--- config.mk ---
export PLATFORM = sky130hd
export DESIGN_NAME = scb_cordic
export DESIGN_NICKNAME = d
export VERILOG_FILES = /design/src/hw/rtl/scb_pkg.sv /design/src/hw/rtl/scb_cordic.sv
export SDC_FILE = /design/constraint.sdc
export NUM_CORES = 2
export LEC_CHECK = 0
export BUFFER_PORTS_ARGS = -buffer_cell sky130_fd_sc_hd__buf_4
export CAP_MARGIN = 10
export CORE_ASPECT_RATIO = 0.6
export CORE_MARGIN = 2
export CORE_UTILIZATION = 35
export DETAILED_ROUTE_END_ITERATION = 10
export GPL_TIMING_DRIVEN = 0
export HOLD_SLACK_MARGIN = 0.08
export PLACE_DENSITY = 0.52
export SYNTH_ARGS = -nofsm -noshare
export SYNTH_HDL_FRONTEND = slang
export SYNTH_SLANG_ARGS = --single-unit
--- constraint.sdc ---
create_clock -name i_clk -period 4.4 [get_ports i_clk]
set_input_delay 0.22 -clock i_clk [delete_from_list [all_inputs] [get_ports i_clk]]
set_output_delay 0.22 -clock i_clk [all_outputs]
set_load 0.1 [all_outputs]
--- src/hw/rtl/scb_pkg.sv ---
// Shared constants, types and the arctangent table of the steering command block.
`timescale 1ns / 1ps
package scb_pkg;

    localparam int CFG_IDX_W     = 3;
    localparam int CFG_DATA_W    = 24;
    localparam int DIST_GAIN_W   = 24;
    localparam int LIMIT_W       = 15;
    localparam int ANGLE_GAIN_W  = 16;
    localparam int SPEED_W       = 15;
    localparam int TURN_W        = 16;
    localparam int Z_W           = 26;
    localparam int ATAN_ENTRIES  = 24;
    localparam int CORDIC_SHIFT  = 30;
    localparam int ROOT_FRAC     = 16;
    localparam int DIST_SHIFT    = 25;
    localparam int ANGLE_SHIFT   = 24;

    localparam logic [CFG_IDX_W-1:0] REG_REF_X       = 3'd0;
    localparam logic [CFG_IDX_W-1:0] REG_REF_Y       = 3'd1;
    localparam logic [CFG_IDX_W-1:0] REG_DIST_GAIN   = 3'd2;
    localparam logic [CFG_IDX_W-1:0] REG_MIN_DIST    = 3'd3;
    localparam logic [CFG_IDX_W-1:0] REG_MAX_LINEAR  = 3'd4;
    localparam logic [CFG_IDX_W-1:0] REG_ANGLE_GAIN  = 3'd5;
    localparam logic [CFG_IDX_W-1:0] REG_MAX_ANGULAR = 3'd6;

    localparam int RST_REF_X       = 320;
    localparam int RST_REF_Y       = 480;
    localparam int RST_DIST_GAIN   = 13422;
    localparam int RST_MIN_DIST    = 328;
    localparam int RST_MAX_LINEAR  = 9830;
    localparam int RST_ANGLE_GAIN  = 16384;
    localparam int RST_MAX_ANGULAR = 16384;

    typedef struct packed {
        logic                  vld;
        logic                  pos;
        logic signed [Z_W-1:0] z;
    } t_ang;

    function automatic logic signed [Z_W-1:0] atan_q24(input logic [4:0] idx);
        logic signed [Z_W-1:0] v;
        unique case (idx)
            5'd0:  v = Z_W'(13176795);
            5'd1:  v = Z_W'(7778716);
            5'd2:  v = Z_W'(4110060);
            5'd3:  v = Z_W'(2086331);
            5'd4:  v = Z_W'(1047214);
            5'd5:  v = Z_W'(524117);
            5'd6:  v = Z_W'(262123);
            5'd7:  v = Z_W'(131069);
            5'd8:  v = Z_W'(65536);
            5'd9:  v = Z_W'(32768);
            5'd10: v = Z_W'(16384);
            5'd11: v = Z_W'(8192);
            5'd12: v = Z_W'(4096);
            5'd13: v = Z_W'(2048);
            5'd14: v = Z_W'(1024);
            5'd15: v = Z_W'(512);
            5'd16: v = Z_W'(256);
            5'd17: v = Z_W'(128);
            5'd18: v = Z_W'(64);
            5'd19: v = Z_W'(32);
            5'd20: v = Z_W'(16);
            5'd21: v = Z_W'(8);
            5'd22: v = Z_W'(4);
            5'd23: v = Z_W'(2);
            default: v = '0;
        endcase
        return v;
    endfunction

endpackage

--- src/hw/rtl/scb_cordic.sv ---
// Unrolled vectoring CORDIC that gives the arctangent of dx over dy in radians Q.24.
`timescale 1ns / 1ps
module scb_cordic #(
    parameter int DW     = 14,
    parameter int STAGES = 16
) (
    input  logic                 i_clk,
    input  logic                 i_rst_n,
    input  logic                 i_valid,
    input  logic                 i_pos,
    input  logic signed [DW-1:0] i_dx,
    input  logic signed [DW-1:0] i_dy,
    output scb_pkg::t_ang        o_ang
);
    import scb_pkg::*;

    localparam int XW = DW + 32;
    localparam int NC = (STAGES > ATAN_ENTRIES) ? ATAN_ENTRIES : STAGES;

    logic signed [XW-1:0]  r_x   [1:NC];
    logic signed [XW-1:0]  r_y   [1:NC];
    logic signed [Z_W-1:0] r_z   [1:NC];
    logic                  r_pos [1:NC];
    logic                  r_vld [1:NC];

    for (genvar k = 0; k < NC; k++) begin : g_stage
        logic signed [XW-1:0]  x_in;
        logic signed [XW-1:0]  y_in;
        logic signed [Z_W-1:0] z_in;
        logic                  p_in;
        logic                  v_in;
        logic signed [XW-1:0]  xs;
        logic signed [XW-1:0]  ys;
        logic signed [XW-1:0]  n_x;
        logic signed [XW-1:0]  n_y;
        logic signed [Z_W-1:0] n_z;

        if (k == 0) begin : g_first
            assign x_in = XW'(i_dy) <<< CORDIC_SHIFT;
            assign y_in = XW'(i_dx) <<< CORDIC_SHIFT;
            assign z_in = '0;
            assign p_in = i_pos;
            assign v_in = i_valid;
        end else begin : g_next
            assign x_in = r_x[k];
            assign y_in = r_y[k];
            assign z_in = r_z[k];
            assign p_in = r_pos[k];
            assign v_in = r_vld[k];
        end

        assign xs = x_in >>> k;
        assign ys = y_in >>> k;

        always_comb begin
            if (!y_in[XW-1]) begin
                n_x = x_in + ys;
                n_y = y_in - xs;
                n_z = z_in + atan_q24(5'(k));
            end else begin
                n_x = x_in - ys;
                n_y = y_in + xs;
                n_z = z_in - atan_q24(5'(k));
            end
        end

        always_ff @(posedge i_clk) begin
            r_x[k+1]   <= n_x;
            r_y[k+1]   <= n_y;
            r_z[k+1]   <= n_z;
            r_pos[k+1] <= p_in;
        end

        always_ff @(posedge i_clk) begin
            if (!i_rst_n) begin
                r_vld[k+1] <= 1'b0;
            end else begin
                r_vld[k+1] <= v_in;
            end
        end
    end

    assign o_ang = '{vld: r_vld[NC], pos: r_pos[NC], z: r_z[NC]};

endmodule

=== Word level (Yosys, flattened, before mapping) ===
Memories as Yosys holds them, arrays and structs flattened.
Cells that the tools add are included.
W data, S select, Z words.

* Bits in registers: 0
* Bits in writable memories: 1,920
* Input port bits: 32
* Logic and storage cells: 180
* Memories: 5

{| class="wikitable"
|+ Memories
! memory !! depth !! width !! rd ports !! clocked after memory_dff !! wr ports !! line !! source
|-
| r_x || 16 || 46 || 15 || 0 || 16 || scb_cordic.sv:20 || <nowiki>logic signed [XW-1:0] r_x [1:NC];</nowiki>
|-
| r_y || 16 || 46 || 15 || 0 || 16 || scb_cordic.sv:21 || <nowiki>logic signed [XW-1:0] r_y [1:NC];</nowiki>
|-
| r_z || 16 || 26 || 16 || 0 || 16 || scb_cordic.sv:22 || <nowiki>logic signed [Z_W-1:0] r_z [1:NC];</nowiki>
|-
| r_pos || 16 || 1 || 16 || 0 || 16 || scb_cordic.sv:23 || <nowiki>logic r_pos [1:NC];</nowiki>
|-
| r_vld || 16 || 1 || 16 || 0 || 16 || scb_cordic.sv:24 || <nowiki>logic r_vld [1:NC];</nowiki>
|}

* $add $sub $neg: 93
* Muxes and demuxes: 66
* Bitwise gates (word level): 16

{| class="wikitable"
|+ Operator list
! kind !! count
|-
| $mux W46 || 32
|-
| $mux W26 || 16
|-
| $add A46 B31 Y46 || 2
|-
| $add A46 B32 Y46 || 2
|-
| $add A46 B33 Y46 || 2
|-
| $add A46 B34 Y46 || 2
|-
| $add A46 B35 Y46 || 2
|-
| $add A46 B36 Y46 || 2
|-
| $add A46 B37 Y46 || 2
|-
| $add A46 B38 Y46 || 2
|-
| $add A46 B39 Y46 || 2
|-
| $add A46 B40 Y46 || 2
|-
| $add A46 B41 Y46 || 2
|-
| $add A46 B42 Y46 || 2
|-
| $add A46 B43 Y46 || 2
|-
| $add A46 B44 Y46 || 2
|-
| $add A46 B45 Y46 || 2
|-
| $sub A46 B31 Y46 || 2
|-
| $sub A46 B32 Y46 || 2
|-
| $sub A46 B33 Y46 || 2
|-
| $sub A46 B34 Y46 || 2
|-
| $sub A46 B35 Y46 || 2
|-
| $sub A46 B36 Y46 || 2
|-
| $sub A46 B37 Y46 || 2
|-
| other kinds (40) || 83
|}

=== Logic depth before layout (Yosys ltp) ===
An unclocked memory read counts as a cell.

* Depth after elaboration: 3
* Mapped depth: 24
* Gate-level depth less buffers: 23

=== Worst setup path after synthesis ===
No wires, ideal clock.

* Path type: reg-to-reg
* Start point: register, netlist name r_y[0][426]
* End point: register, netlist name r_x[0][501]
* Library setup time: 0.127 ns
* Data arrival time: 4.470 ns
* Required time: 4.273 ns
* Setup slack: -0.197 ns
* Stages on the path, launching flop included: 21
* Path buffers: 0
* Clock period less this slack: 4.597 ns
* Path through: dfxtp_1 or3_1 nor3b_1 and2_1 nand2_1 nor4_2 a21oi_1 xnor2_1 ha_1 a21oi_1 o21ai_0 a21o_1 a221o_1 a31oi_1 o31a_1 o41ai_4 a31oi_1 o21ai_2 a31oi_1 o21ai_0 xor2_1

==> reports/summary.txt <==
Worst path arrival time - 5.60 ns
Worst Min Path Start - i_dx[10]
Final Non-Filler Cells - 16,800
Post-route design area - 126,000 um2
Seq. cell area - 27,500 um2
Yosys cell types - 110
Most common flop cell mapped by yosys - dfxtp_1
Area Growth Syn to Fin - 25.8%
Commonest non-fill, non-tap cell in the layout - dfxtp_1
Vias/cell - 5.37
Fillers - 28,300
Core ar. - 286,000 um2
Vias in the first global route - 80,400
CTS tree - yes
RSZ-0062 raised after global routing - yes
Final Skew - 0.0804 ns
Synth Cell Area - 100,000 um2
GRT overflow - 0
Routed WL per cell - 20.6 um
Initial core utilization - 0.351
Failing checks - setup timing
Post-synth EDFFs - 0
Setup CP Type - flip-flop to flip-flop
Crit Path Max Fanout - 5
Hold Crit Depth - 6
Die Ht - 419 um
Final design utilization - 0.442
Post-synthesis sequential area ratio - 0.272
RR Startpoint - r_y[0][426]
Synthesized area per cell - 8.40 um2
Syn nets - 13,300
CP startpoint kind - flip-flop
Worst reg2reg path depth - 20
IO Count - 60
DP Cell Count - 15,900
Yosys Warn Count - 0
CP startpoint - r_y[0][426]
Max-slew violations - 0
Initial DRC count - 8,723
Slew margin rel. - 0.279
GRT Util Overall - 0.224
Fin Hold WS - 0.171 ns
Critical Path End Type - flip-flop
Worst skew pair latency - 0.87 ns
Largest net degree at the start of global routing - 25
Fin crit period - 4.89 ns
Detailed-route via count - 90,200
Max H-tree Level - 4
Clk pin slew, worst setup/hold paths - 0.06 ns
Final worst slack - -0.485 ns
Most frequent cells in the layout - 1,254 x dfxtp_1, 1,151 x ha_1, 1,099 x a21oi_1, 1,062 x nor2_1, 1,024 x xnor2_1
Port bufs - 58
Crit share post-route - 1.11
Final hold viol count - 0
CTS max path bufs - 4
Area leader, netlist - dfxtp_1
Chip width - 695 um
NumNets Final - 14,200
CTS Buf Count - 154
DRC - 0
Critical Path RT - 5.12 ns
Highest clock rate - 205 MHz
Routed Antenna Nets - 0
CTS root buffer - clkbuf_16
Status - complete, but fails checks
DP Wirelength - 270,000 um
Synthesized instance count - 12,000
Routability cong. - 0.979
Share of cells above drive strength 1 - 0.195
DIE AREA - 291,000 um2
Antenna violations before repair - 13
Setup Viol. Count Final - 56
Max-cap viol count - 0
Area share of the largest cell type after synthesis - 0.272
FP Rows - 152
Worst min path class - primary input to flip-flop
#FFs+latches synth - 1,362
Pre-antenna DRT Iters - 5
Post-synth ARST share - 0
Post-DP Area - 106,000 um2
Top cells by area, synth - dfxtp_1 27%, ha_1 16%, xnor2_1 9.7%
Clock Sinks - 1,362
Worst-Margin Slew - 1.07 ns
First-pass GRT wire length - 508,000 um
Final WL - 346,000 um
Multi-input logic area - 79,300 um2
-- critical path, stage by stage (launching register included) --
cell and delay (ns):
dfxtp_4 0.34, or3_4 0.42, nor4_4 0.21, buf_4 0.19
and3_1 0.22, and3b_1 0.31, a21oi_1 0.12, xnor2_1 0.24
ha_1 0.34, nand2_1 0.12, o21ai_1 0.11, a21o_1 0.19
a221o_1 0.35, a31oi_1 0.14, o31a_1 0.31, o41ai_4 0.14
a31oi_2 0.27, o21ai_2 0.13, and3_4 0.22, a211o_1 0.30
xor2_1 0.14
-- through the flow --
stage	setup slack [ns]	setup TNS, ns
after global routing	-0.582	-18.19
after CTS	-0.323	-3.95
final	-0.485	-7.31
after floorplan	-0.00779	-0.00779
after detailed placement	-2.41	-656.77
after global placement	-2.78	-717.29
-- synth_stat cells, types with 173 or more instances --
master / instances
nor3_1: 328
xnor2_1: 1107
a21oi_1: 1320
o21ai_0: 544
o21a_1: 173
ha_1: 1302
dfxtp_1: 1362
xor2_1: 660
nor2_1: 1141
nand2_1: 579
clkbuf_1: 181
inv_1: 548
a21o_1: 541
-- logic make-up after synthesis --
kind of cell	after synthesis	synth area share
simple gates	3246	0.157
compound gates	3421	0.214
buf+inv	775	0.0292
fa+ha+maj	1339	0.170
other cells	1	0.0000373
xor+xnor	1767	0.154
mux	47	0.00505
flops	1362	0.272
-- area by class of cell --
| class | count | area share |
|---|---|---|
| repair inverters | 4 | 0.000159 |
| well taps | 3850 | 0.0382 |
| clock buffers | 192 | 0.0334 |
| inverters | 551 | 0.0169 |
| clock inverters | 77 | 0.00787 |
| plain buffers | 170 | 0.00792 |
| diodes | 6 | 0.000119 |
| repair buffers | 758 | 0.0493 |
| flip-flops and latches | 1362 | 0.218 |
| multi-input cells | 9821 | 0.628 |
-- metal layers --
metal / GRT usage / wire (um)
met5: 0.00381 / 410
met4: 0.0297 / 3870
met3: 0.0820 / 41100
met2: 0.256 / 116000
met1: 0.375 / 185000
-- final timing paths --
kind                 endpoint  slack, ns
setup reg to reg  r_x[0][503]      -0.49
hold reg to reg   r_z[0][237]       0.30
setup / recovery  r_x[0][503]      -0.49
hold / removal     r_y[0][87]       0.17
-- timing repair --
| action | in CTS | in global routing |
|---|---|---|
| buffers inserted | 296 | 376 |
| hold endpoints to repair | 41 | 0 |
| hold buffers | 47 | 0 |
| pin swaps | 369 | 719 |
| setup endpoints to repair | 707 | 257 |
| resized for setup | 1114 | 1125 |
| cloned | 3 | 1 |
-- flip-flops by register name, summed over array words and instances, names as in the netlist --
| register | cells |
|---|---|
| r_z | 377 |
| r_vld | 16 |
| r_pos | 16 |
| r_x | 469 |
| r_y | 484 |
Power is not shown: default switching activity piles up to over one toggle a cycle in this logic, so the estimate is an artifact.
