==> src/hw/rtl/scb_pkg.sv <==
// Shared constants, types and the arctangent table of the steering command block.
`timescale 1ns / 1ps
package scb_pkg;

    localparam int CFG_IDX_W     = 3;
    localparam int CFG_DATA_W    = 24;
    localparam int DIST_GAIN_W   = 24;
    localparam int LIMIT_W       = 15;
    localparam int ANGLE_GAIN_W  = 16;
    localparam int SPEED_W       = 15;
    localparam int TURN_W        = 16;
    localparam int Z_W           = 26;
    localparam int ATAN_ENTRIES  = 24;
    localparam int CORDIC_SHIFT  = 30;
    localparam int ROOT_FRAC     = 16;
    localparam int DIST_SHIFT    = 25;
    localparam int ANGLE_SHIFT   = 24;

    localparam logic [CFG_IDX_W-1:0] REG_REF_X       = 3'd0;
    localparam logic [CFG_IDX_W-1:0] REG_REF_Y       = 3'd1;
    localparam logic [CFG_IDX_W-1:0] REG_DIST_GAIN   = 3'd2;
    localparam logic [CFG_IDX_W-1:0] REG_MIN_DIST    = 3'd3;
    localparam logic [CFG_IDX_W-1:0] REG_MAX_LINEAR  = 3'd4;
    localparam logic [CFG_IDX_W-1:0] REG_ANGLE_GAIN  = 3'd5;
    localparam logic [CFG_IDX_W-1:0] REG_MAX_ANGULAR = 3'd6;

    localparam int RST_REF_X       = 320;
    localparam int RST_REF_Y       = 480;
    localparam int RST_DIST_GAIN   = 13422;
    localparam int RST_MIN_DIST    = 328;
    localparam int RST_MAX_LINEAR  = 9830;
    localparam int RST_ANGLE_GAIN  = 16384;
    localparam int RST_MAX_ANGULAR = 16384;

    typedef struct packed {
        logic                  vld;
        logic                  pos;
        logic signed [Z_W-1:0] z;
    } t_ang;

    function automatic logic signed [Z_W-1:0] atan_q24(input logic [4:0] idx);
        logic signed [Z_W-1:0] v;
        unique case (idx)
            5'd0:  v = Z_W'(13176795);
            5'd1:  v = Z_W'(7778716);
            5'd2:  v = Z_W'(4110060);
            5'd3:  v = Z_W'(2086331);
            5'd4:  v = Z_W'(1047214);
            5'd5:  v = Z_W'(524117);
            5'd6:  v = Z_W'(262123);
            5'd7:  v = Z_W'(131069);
            5'd8:  v = Z_W'(65536);
            5'd9:  v = Z_W'(32768);
            5'd10: v = Z_W'(16384);
            5'd11: v = Z_W'(8192);
            5'd12: v = Z_W'(4096);
            5'd13: v = Z_W'(2048);
            5'd14: v = Z_W'(1024);
            5'd15: v = Z_W'(512);
            5'd16: v = Z_W'(256);
            5'd17: v = Z_W'(128);
            5'd18: v = Z_W'(64);
            5'd19: v = Z_W'(32);
            5'd20: v = Z_W'(16);
            5'd21: v = Z_W'(8);
            5'd22: v = Z_W'(4);
            5'd23: v = Z_W'(2);
            default: v = '0;
        endcase
        return v;
    endfunction

endpackage

==> src/hw/rtl/scb_sqrt.sv <==
// Pipelined squared-length and digit-by-digit square root, one root bit per stage.
`timescale 1ns / 1ps
module scb_sqrt #(
    parameter int COORD_BITS = 12,
    localparam int DW = COORD_BITS + 2,
    localparam int RW = COORD_BITS + 18
) (
    input  logic                 i_clk,
    input  logic                 i_rst_n,
    input  logic                 i_valid,
    input  logic signed [DW-1:0] i_dx,
    input  logic signed [DW-1:0] i_dy,
    output logic                 o_valid,
    output logic [RW-1:0]        o_root
);
    import scb_pkg::*;

    localparam int SQW  = 2 * DW - 2;
    localparam int RADW = 2 * RW;
    localparam int REMW = RW + 2;
    localparam int PADW = 2 * ROOT_FRAC;

    logic signed [2*DW-1:0] w_px;
    logic signed [2*DW-1:0] w_py;
    logic [SQW-1:0]         r_sqx;
    logic [SQW-1:0]         r_sqy;
    logic                   r_v_sq;

    logic [REMW-1:0] r_rem  [0:RW];
    logic [RW-1:0]   r_root [0:RW];
    logic [RADW-1:0] r_rad  [0:RW];
    logic            r_vld  [0:RW];

    assign w_px = i_dx * i_dx;
    assign w_py = i_dy * i_dy;

    always_ff @(posedge i_clk) begin
        r_sqx     <= w_px[SQW-1:0];
        r_sqy     <= w_py[SQW-1:0];
        r_rem[0]  <= '0;
        r_root[0] <= '0;
        r_rad[0]  <= {1'b0, {1'b0, r_sqx} + {1'b0, r_sqy}, {PADW{1'b0}}};
    end

    always_ff @(posedge i_clk) begin
        if (!i_rst_n) begin
            r_v_sq   <= 1'b0;
            r_vld[0] <= 1'b0;
        end else begin
            r_v_sq   <= i_valid;
            r_vld[0] <= r_v_sq;
        end
    end

    for (genvar k = 0; k < RW; k++) begin : g_step
        logic [1:0]      pair;
        logic [REMW-1:0] remx;
        logic [REMW-1:0] trial;
        logic [REMW-1:0] diff;
        logic            ge;

        assign pair  = r_rad[k][RADW-1 -: 2];
        assign remx  = {r_rem[k][REMW-3:0], pair};
        assign trial = {r_root[k], 2'b01};
        assign ge    = (remx >= trial);
        assign diff  = remx - trial;

        always_ff @(posedge i_clk) begin
            r_rem[k+1]  <= ge ? diff : remx;
            r_root[k+1] <= {r_root[k][RW-2:0], ge};
            r_rad[k+1]  <= r_rad[k] << 2;
        end

        always_ff @(posedge i_clk) begin
            if (!i_rst_n) begin
                r_vld[k+1] <= 1'b0;
            end else begin
                r_vld[k+1] <= r_vld[k];
            end
        end
    end

    assign o_valid = r_vld[RW];
    assign o_root  = r_root[RW];

endmodule

==> config.mk <==
export PLATFORM = sky130hd
export DESIGN_NAME = scb_sqrt
export DESIGN_NICKNAME = d
export VERILOG_FILES = /design/src/hw/rtl/scb_pkg.sv /design/src/hw/rtl/scb_sqrt.sv
export SDC_FILE = /design/constraint.sdc
export NUM_CORES = 2
export LEC_CHECK = 0
export BUFFER_PORTS_ARGS = -buffer_cell sky130_fd_sc_hd__buf_4
export CORE_MARGIN = 2
export CORE_UTILIZATION = 56
export CTS_BUF_LIST = sky130_fd_sc_hd__clkbuf_8
export DETAILED_ROUTE_END_ITERATION = 12
export GPL_TIMING_DRIVEN = 0
export PLACE_DENSITY = 0.76
export SETUP_SLACK_MARGIN = 0.3
export SLEW_MARGIN = 20
export SYNTH_ARGS = -nofsm -noshare
export SYNTH_HDL_FRONTEND = slang
export SYNTH_SLANG_ARGS = --single-unit
export TNS_END_PERCENT = 20
==> constraint.sdc <==
create_clock -name i_clk -period 8.4 [get_ports i_clk]
set_input_delay 1.26 -clock i_clk [delete_from_list [all_inputs] [get_ports i_clk]]
set_output_delay 1.26 -clock i_clk [all_outputs]
set_load 0.05 [all_outputs]
Yosys cells after proc, flatten, opt, wreduce, memory -nomap -nowiden
Memory sizes are Yosys's and may differ from the RTL's.
Cells that the tools add are included.
{"block": "word_totals", "regBits": 53, "elab_cells": 164, "input_bits": 31, "mem_count": 4, "mem_bits_rw": 3751, "output_inout_bits": 31}
{"block": "op_classes", "add_sub_neg": 31, "n_bitwise": 31, "mux": 63, "mul": 2, "order_cmp": 30}
{"memory": "r_rad", "words": 31, "width": 58, "rd": 30, "rd_clocked_by_memory_dff": 0, "write_ports": 31, "line_no": "scb_sqrt.sv:31", "source": "logic [RADW-1:0] r_rad [0:RW];"}
{"memory": "r_rem", "words": 31, "width": 32, "rd": 30, "rd_clocked_by_memory_dff": 0, "write_ports": 31, "line_no": "scb_sqrt.sv:29", "source": "logic [REMW-1:0] r_rem [0:RW];"}
{"memory": "r_root", "words": 31, "width": 30, "rd": 31, "rd_clocked_by_memory_dff": 0, "write_ports": 31, "line_no": "scb_sqrt.sv:30", "source": "logic [RW-1:0] r_root [0:RW];"}
{"memory": "r_vld", "words": 31, "width": 1, "rd": 31, "rd_clocked_by_memory_dff": 0, "write_ports": 31, "line_no": "scb_sqrt.sv:32", "source": "logic r_vld [0:RW];"}
{"op": ">= comparator 32 bit", "count": 30}
{"op": "2-to-1 mux 32 bit", "count": 30}
{"op": "subtractor 32 bit", "count": 30}
{"op": "multiplier 14 x 14 -> 26 bit", "count": 2}
{"op": "2-to-1 mux 1 bit", "count": 33}
{"op": "OR 1 bit", "count": 31}
{"op": "adder 26 x 26 -> 27 bit", "count": 1}

Longest topological paths before layout
An unclocked memory read counts as a cell.
{"block": "depth", "depth_word": 3, "mapped_depth": 26, "depth_no_buf": 25}

Worst setup path before layout
OpenSTA, ideal clock, no wires.
{"block": "synth_path", "path_kind": "input to register", "startpoint": "in i_dx[4]", "endpoint": "reg r_sqx[25]", "slack_ns": 1.519, "setup_time_ns": 0.072, "cell_stages": 23, "required_time_ns": 8.328, "arrival_ns": 6.809, "path_cell_list": "clkbuf_1 > nand2_1 > fa_1 > inv_1 > fa_1 > inv_1 > fa_1 > fa_1 > inv_1 > fa_1 > inv_1 > fa_1 > inv_1 > ha_1 > o21ai_0 > or4b_2 > a31oi_1 > or4_1 > a31o_2 > a21o_1 > a21oi_1 > a21oi_1 > xnor2_1"}
{"block": "synth_via", "elab_chain_cells": 1}
{"item": "start, declared", "line_no": "scb_sqrt.sv:11", "source": "input logic signed [DW-1:0] i_dx,"}
{"item": "multiplier 14 x 14 -> 26 bit", "line_no": "scb_sqrt.sv:34", "source": "assign w_px = i_dx * i_dx;"}
{"item": "named net w_px[25]", "line_no": "scb_sqrt.sv:23", "source": "logic signed [2*DW-1:0] w_px;"}
{"item": "end signal, assigned", "line_no": "scb_sqrt.sv:38", "source": "r_sqx <= w_px[SQW-1:0];"}
{"item": "end, declared", "line_no": "scb_sqrt.sv:25", "source": "logic [SQW-1:0] r_sqx;"}
The timed path passes the listed nets, and every way through them passes these cells.
A chain may end at the register's enable or synchronous reset.

Worst setup path after layout
Ends and elaborated chain as after synthesis.

==> impl_metrics.ini <==
[power_and_ir_drop]
p_comb_frac = 0.444
vdd_drop_max_uv = 533
sequentialPowerShare = 0.356
swShare = 0.379
post-layout-total-power_mw = 32.2
cell_internal_pwr_mw = 20.0
cellLeakagePower_nw = 41.4
power_switching_mw = 12.2
power_per_cell_area_nw_per_um2 = 382
pwr-share-clk = 0.200

[global_routing]
via_count_of_the_first_global_routing_pass = 54777
grt_first_pass_wirelength_mm = 258
grt_antenna_before_repair = 5
groute.usage.overall = 0.220
grt_start_max_net_pins = 18
grt.overflow.total = 0

[logic_synthesis]
ys.flop_type = sky130_fd_sc_hd__dfxtp_1
postSynthRegisterBits = 1563
synth.yosys.warnings = 0
synth_area_um2 = 76500
syn_area_per_cell_um2 = 9.62
synth_cells = 7958
synth_sequential_area_ratio = 0.409
synth-edff-count = 0
yosys.cell_types.count = 88
asyncSetResetFlopFracSynth = 0

[worst_setup_path]
critical_path.max_fanout = 10
capture_instance_of_the_worst_register_to_register_path = r_root[27][0]
cp-end-kind = flip-flop
critical-path-top-delay-family = adder cells
cp_num_buf_inv = 7
worstSetupStartpointType = primary input
critPathSlowestCell = sky130_fd_sc_hd__or4b_2
path_common_cell = sky130_fd_sc_hd__fa_1
reg2regPathDepth = 13
arrival_ps = 7790
timing.rr.start = r_rem[1][320]
crit_path_cell_trace = buf_4 > clkbuf_1 > nand2_1 > fa_1 > inv_1 > fa_1 > inv_1 > fa_1 > fa_1 > inv_1 > fa_1 > inv_1 > fa_1 > inv_1 > ha_1 > o21ai_0 > or4b_2 > a31oi_1 > or4_1 > a31o_2 > a21o_1 > a21oi_1 > a21oi_1 > xnor2_1
reg2reg_slack_ps = 3620
max_stage_delay_ps = 720
cp_data_required_time_ps = 9250
timing_worst_setup_path_type = in -> reg

[clocking]
cts_setup_buffers = 0
insertion_delay_ps = 940
clk_transition_reported_paths_ps = 70
tritoncts = built
postCtsHoldBufs = 0
cell_at_the_root_of_the_clock_tree = sky130_fd_sc_hd__clkbuf_8
tritoncts.num_buffers = 233
numClockSinks = 1563
clockBufferDepth = 3
cts_htree_levels = 4
postCtsResizedCells = 0

[detailed_routing]
detailed_route_wl_mm = 154
drtIter0Drc = 3250
wl_per_cell_um = 15.1
post_drt_via_cell_ratio = 5.34
ant_nets = 0
drcViolationCount = 0
drt-pass1-iter-count = 5
routed-via-count = 54595

[floorplanning]
die_height_um = 374
num_rows = 135
die_width_um = 374
initial_core_util = 0.564
floorplan.die_area_um2 = 140000
top_level_ports = 62
design.core.area_um2 = 136000

[worst_hold_path]
hp-class = reg -> reg
hold-path-cell-count = 0
min_from = r_rad[8][53]
hold_end = r_rad[9][55]

[timing]
drv_slew = 0
fmaxAchievable_mhz = 144
timing_hold_violations_final = 0
setup_viol_count_final = 0
rsz0062_at_grt = no
clock-skew-final_ps = 62.3
slew_headroom = 0.211
period_share = 0.826
period_needed_ps = 6940
timing.final.ws_setup_ps = 1460
max_slew.worst_pin.slew_ps = 1180
setup_tns_ps = 0

[run]
maxCapViolations = 0

[final_layout]
final_layout_size_suffix_gt1_frac = 0.0730
nNetsFinal = 9234
area_growth_pct = 10.2
postLayoutCoreUtil = 0.622

[run_status]
run_status = finished clean

[placement]
pre_cts_slack_ps = 569
detailed_place_hpwl_mm = 121
globalplace.congestion = 0.930
port_buffers = 59
-- how the worst max path moves through the flow --
| stage | slack, ps | start | end | cells past startpoint |
|---|---|---|---|---|
| 3_3_place_gp | 710 | i_dx[5] | r_sqx[25] | 24 |
| 2_1_floorplan | 1520 | i_dx[4] | r_sqx[25] | 23 |
| 4_1_cts | 1600 | i_dx[4] | r_sqx[25] | 24 |
| 6_report | 1460 | i_dx[4] | r_sqx[25] | 24 |
| 3_5_place_dp | 570 | i_dx[4] | r_sqx[25] | 24 |
| 5_1_grt | 1230 | i_dx[4] | r_sqx[25] | 24 |
-- sequential cells by signal (all words and copies together), names as in the netlist --
register	cells
r_sqy	25
r_sqx	25
r_root	465
r_vld	31
r_v_sq	1
r_rem	807
r_rad	209
-- per-layer routing --
| layer | GRT usage | up-vias | part of all wire | wire (um) |
|---|---|---|---|---|
| li1 | - | 27220 | - | - |
| met1 | 0.278 | 25933 | 0.45 | 68700 |
| met2 | 0.385 | 1148 | 0.49 | 75100 |
| met3 | 0.0319 | 294 | 0.043 | 6570 |
| met4 | 0.0738 | 0 | 0.025 | 3890 |
| met5 | 0 | - | 0 | 0 |
-- synth_stat cells, drive strengths merged, types with 10 or more instances --
cell	n	area, um2
dfxtp	1563	31300
inv	978	3670
ha	612	7660
nand2	526	1980
nor2	513	1930
a21oi	474	2370
xnor2	437	3830
o21ai	344	1720
fa	337	6750
xor2	297	2600
nor3	189	951
a21o	164	1230
and2	132	826
nand3	126	631
clkbuf	113	424
nand2b	106	663
mux2	105	1180
nor4	79	500
o21a	75	563
nor2b	74	463
or3	71	449
o21bai	56	420
nand4	49	307
and3	47	294
or2	43	269
a211oi	41	308
a31oi	38	238
o31ai	36	275
o211ai	30	225
or4	28	214
nand3b	27	203
a21boi	22	165
buf	18	87.6
a31o	16	140
nand4b	12	105
o41ai	12	105
a211o	10	87.6
nor3b	10	75.1
o22ai	10	62.6
-- placed cells by master (no fill, tap or decap), types with 104 or more instances in the layout --
master / Yosys / final
sky130_fd_sc_hd__xnor2_1: 437 / 437
sky130_fd_sc_hd__clkbuf_8: 0 / 302
sky130_fd_sc_hd__fa_1: 337 / 337
sky130_fd_sc_hd__a21oi_1: 474 / 474
sky130_fd_sc_hd__inv_1: 977 / 1037
sky130_fd_sc_hd__nand2b_1: 106 / 106
sky130_fd_sc_hd__xor2_1: 297 / 297
sky130_fd_sc_hd__nand3_1: 126 / 126
sky130_fd_sc_hd__and2_1: 132 / 132
sky130_fd_sc_hd__o21ai_0: 340 / 340
sky130_fd_sc_hd__nand2_1: 525 / 525
sky130_fd_sc_hd__ha_1: 612 / 612
sky130_fd_sc_hd__nor3_1: 188 / 188
sky130_fd_sc_hd__dfxtp_1: 1563 / 1563
sky130_fd_sc_hd__nor2_1: 513 / 513
sky130_fd_sc_hd__a21o_1: 164 / 164
sky130_fd_sc_hd__clkbuf_1: 113 / 113
sky130_fd_sc_hd__mux2_2: 104 / 104
-- power by group through the flow --
stage,combinational [mW],clock (mW),sequential [mW]
global route,16.3,6.93,11.7
CTS,14.4,6.60,11.5
detailed placement,14.3,0,11.6
floorplan,11.3,0,11.1
finish,14.3,6.44,11.5
global placement,13.9,0,11.6
-- final cells by class --
cell class,instances,area [um2]
Clock inverter,118,910
Inverter,980,3680
Sequential cell,1563,31300
Fill cell,11054,51300
Timing Repair Buffer,59,443
Antenna cell,6,15.0
Tap cell,1781,2230
Clock buffer,302,4160
Multi-Input combinational cell,5286,41100
Buffer,131,512
-- kinds of logic after synthesis --
kind of cell | synth area share
DFF | 0.409
other | 0.0000490
buffers and inverters | 0.0548
xor gates and xnor gates | 0.0840
and+or+nand+nor | 0.132
adders and majority gates | 0.188
muxes | 0.0164
AOI/OAI and AO/OA | 0.115
-- metrics by stage --
stage | area (um2) | std cells | hold WS, ps
finish | 84300 | 10226 | 291
floorplan | 76500 | 7960 | 310
global placement | 79200 | 9800 | 310
global route | 84300 | 10226 | 296
detailed placement | 79200 | 9800 | 312
CTS | 84300 | 10220 | 305
(Power assumes the default switching activity.)
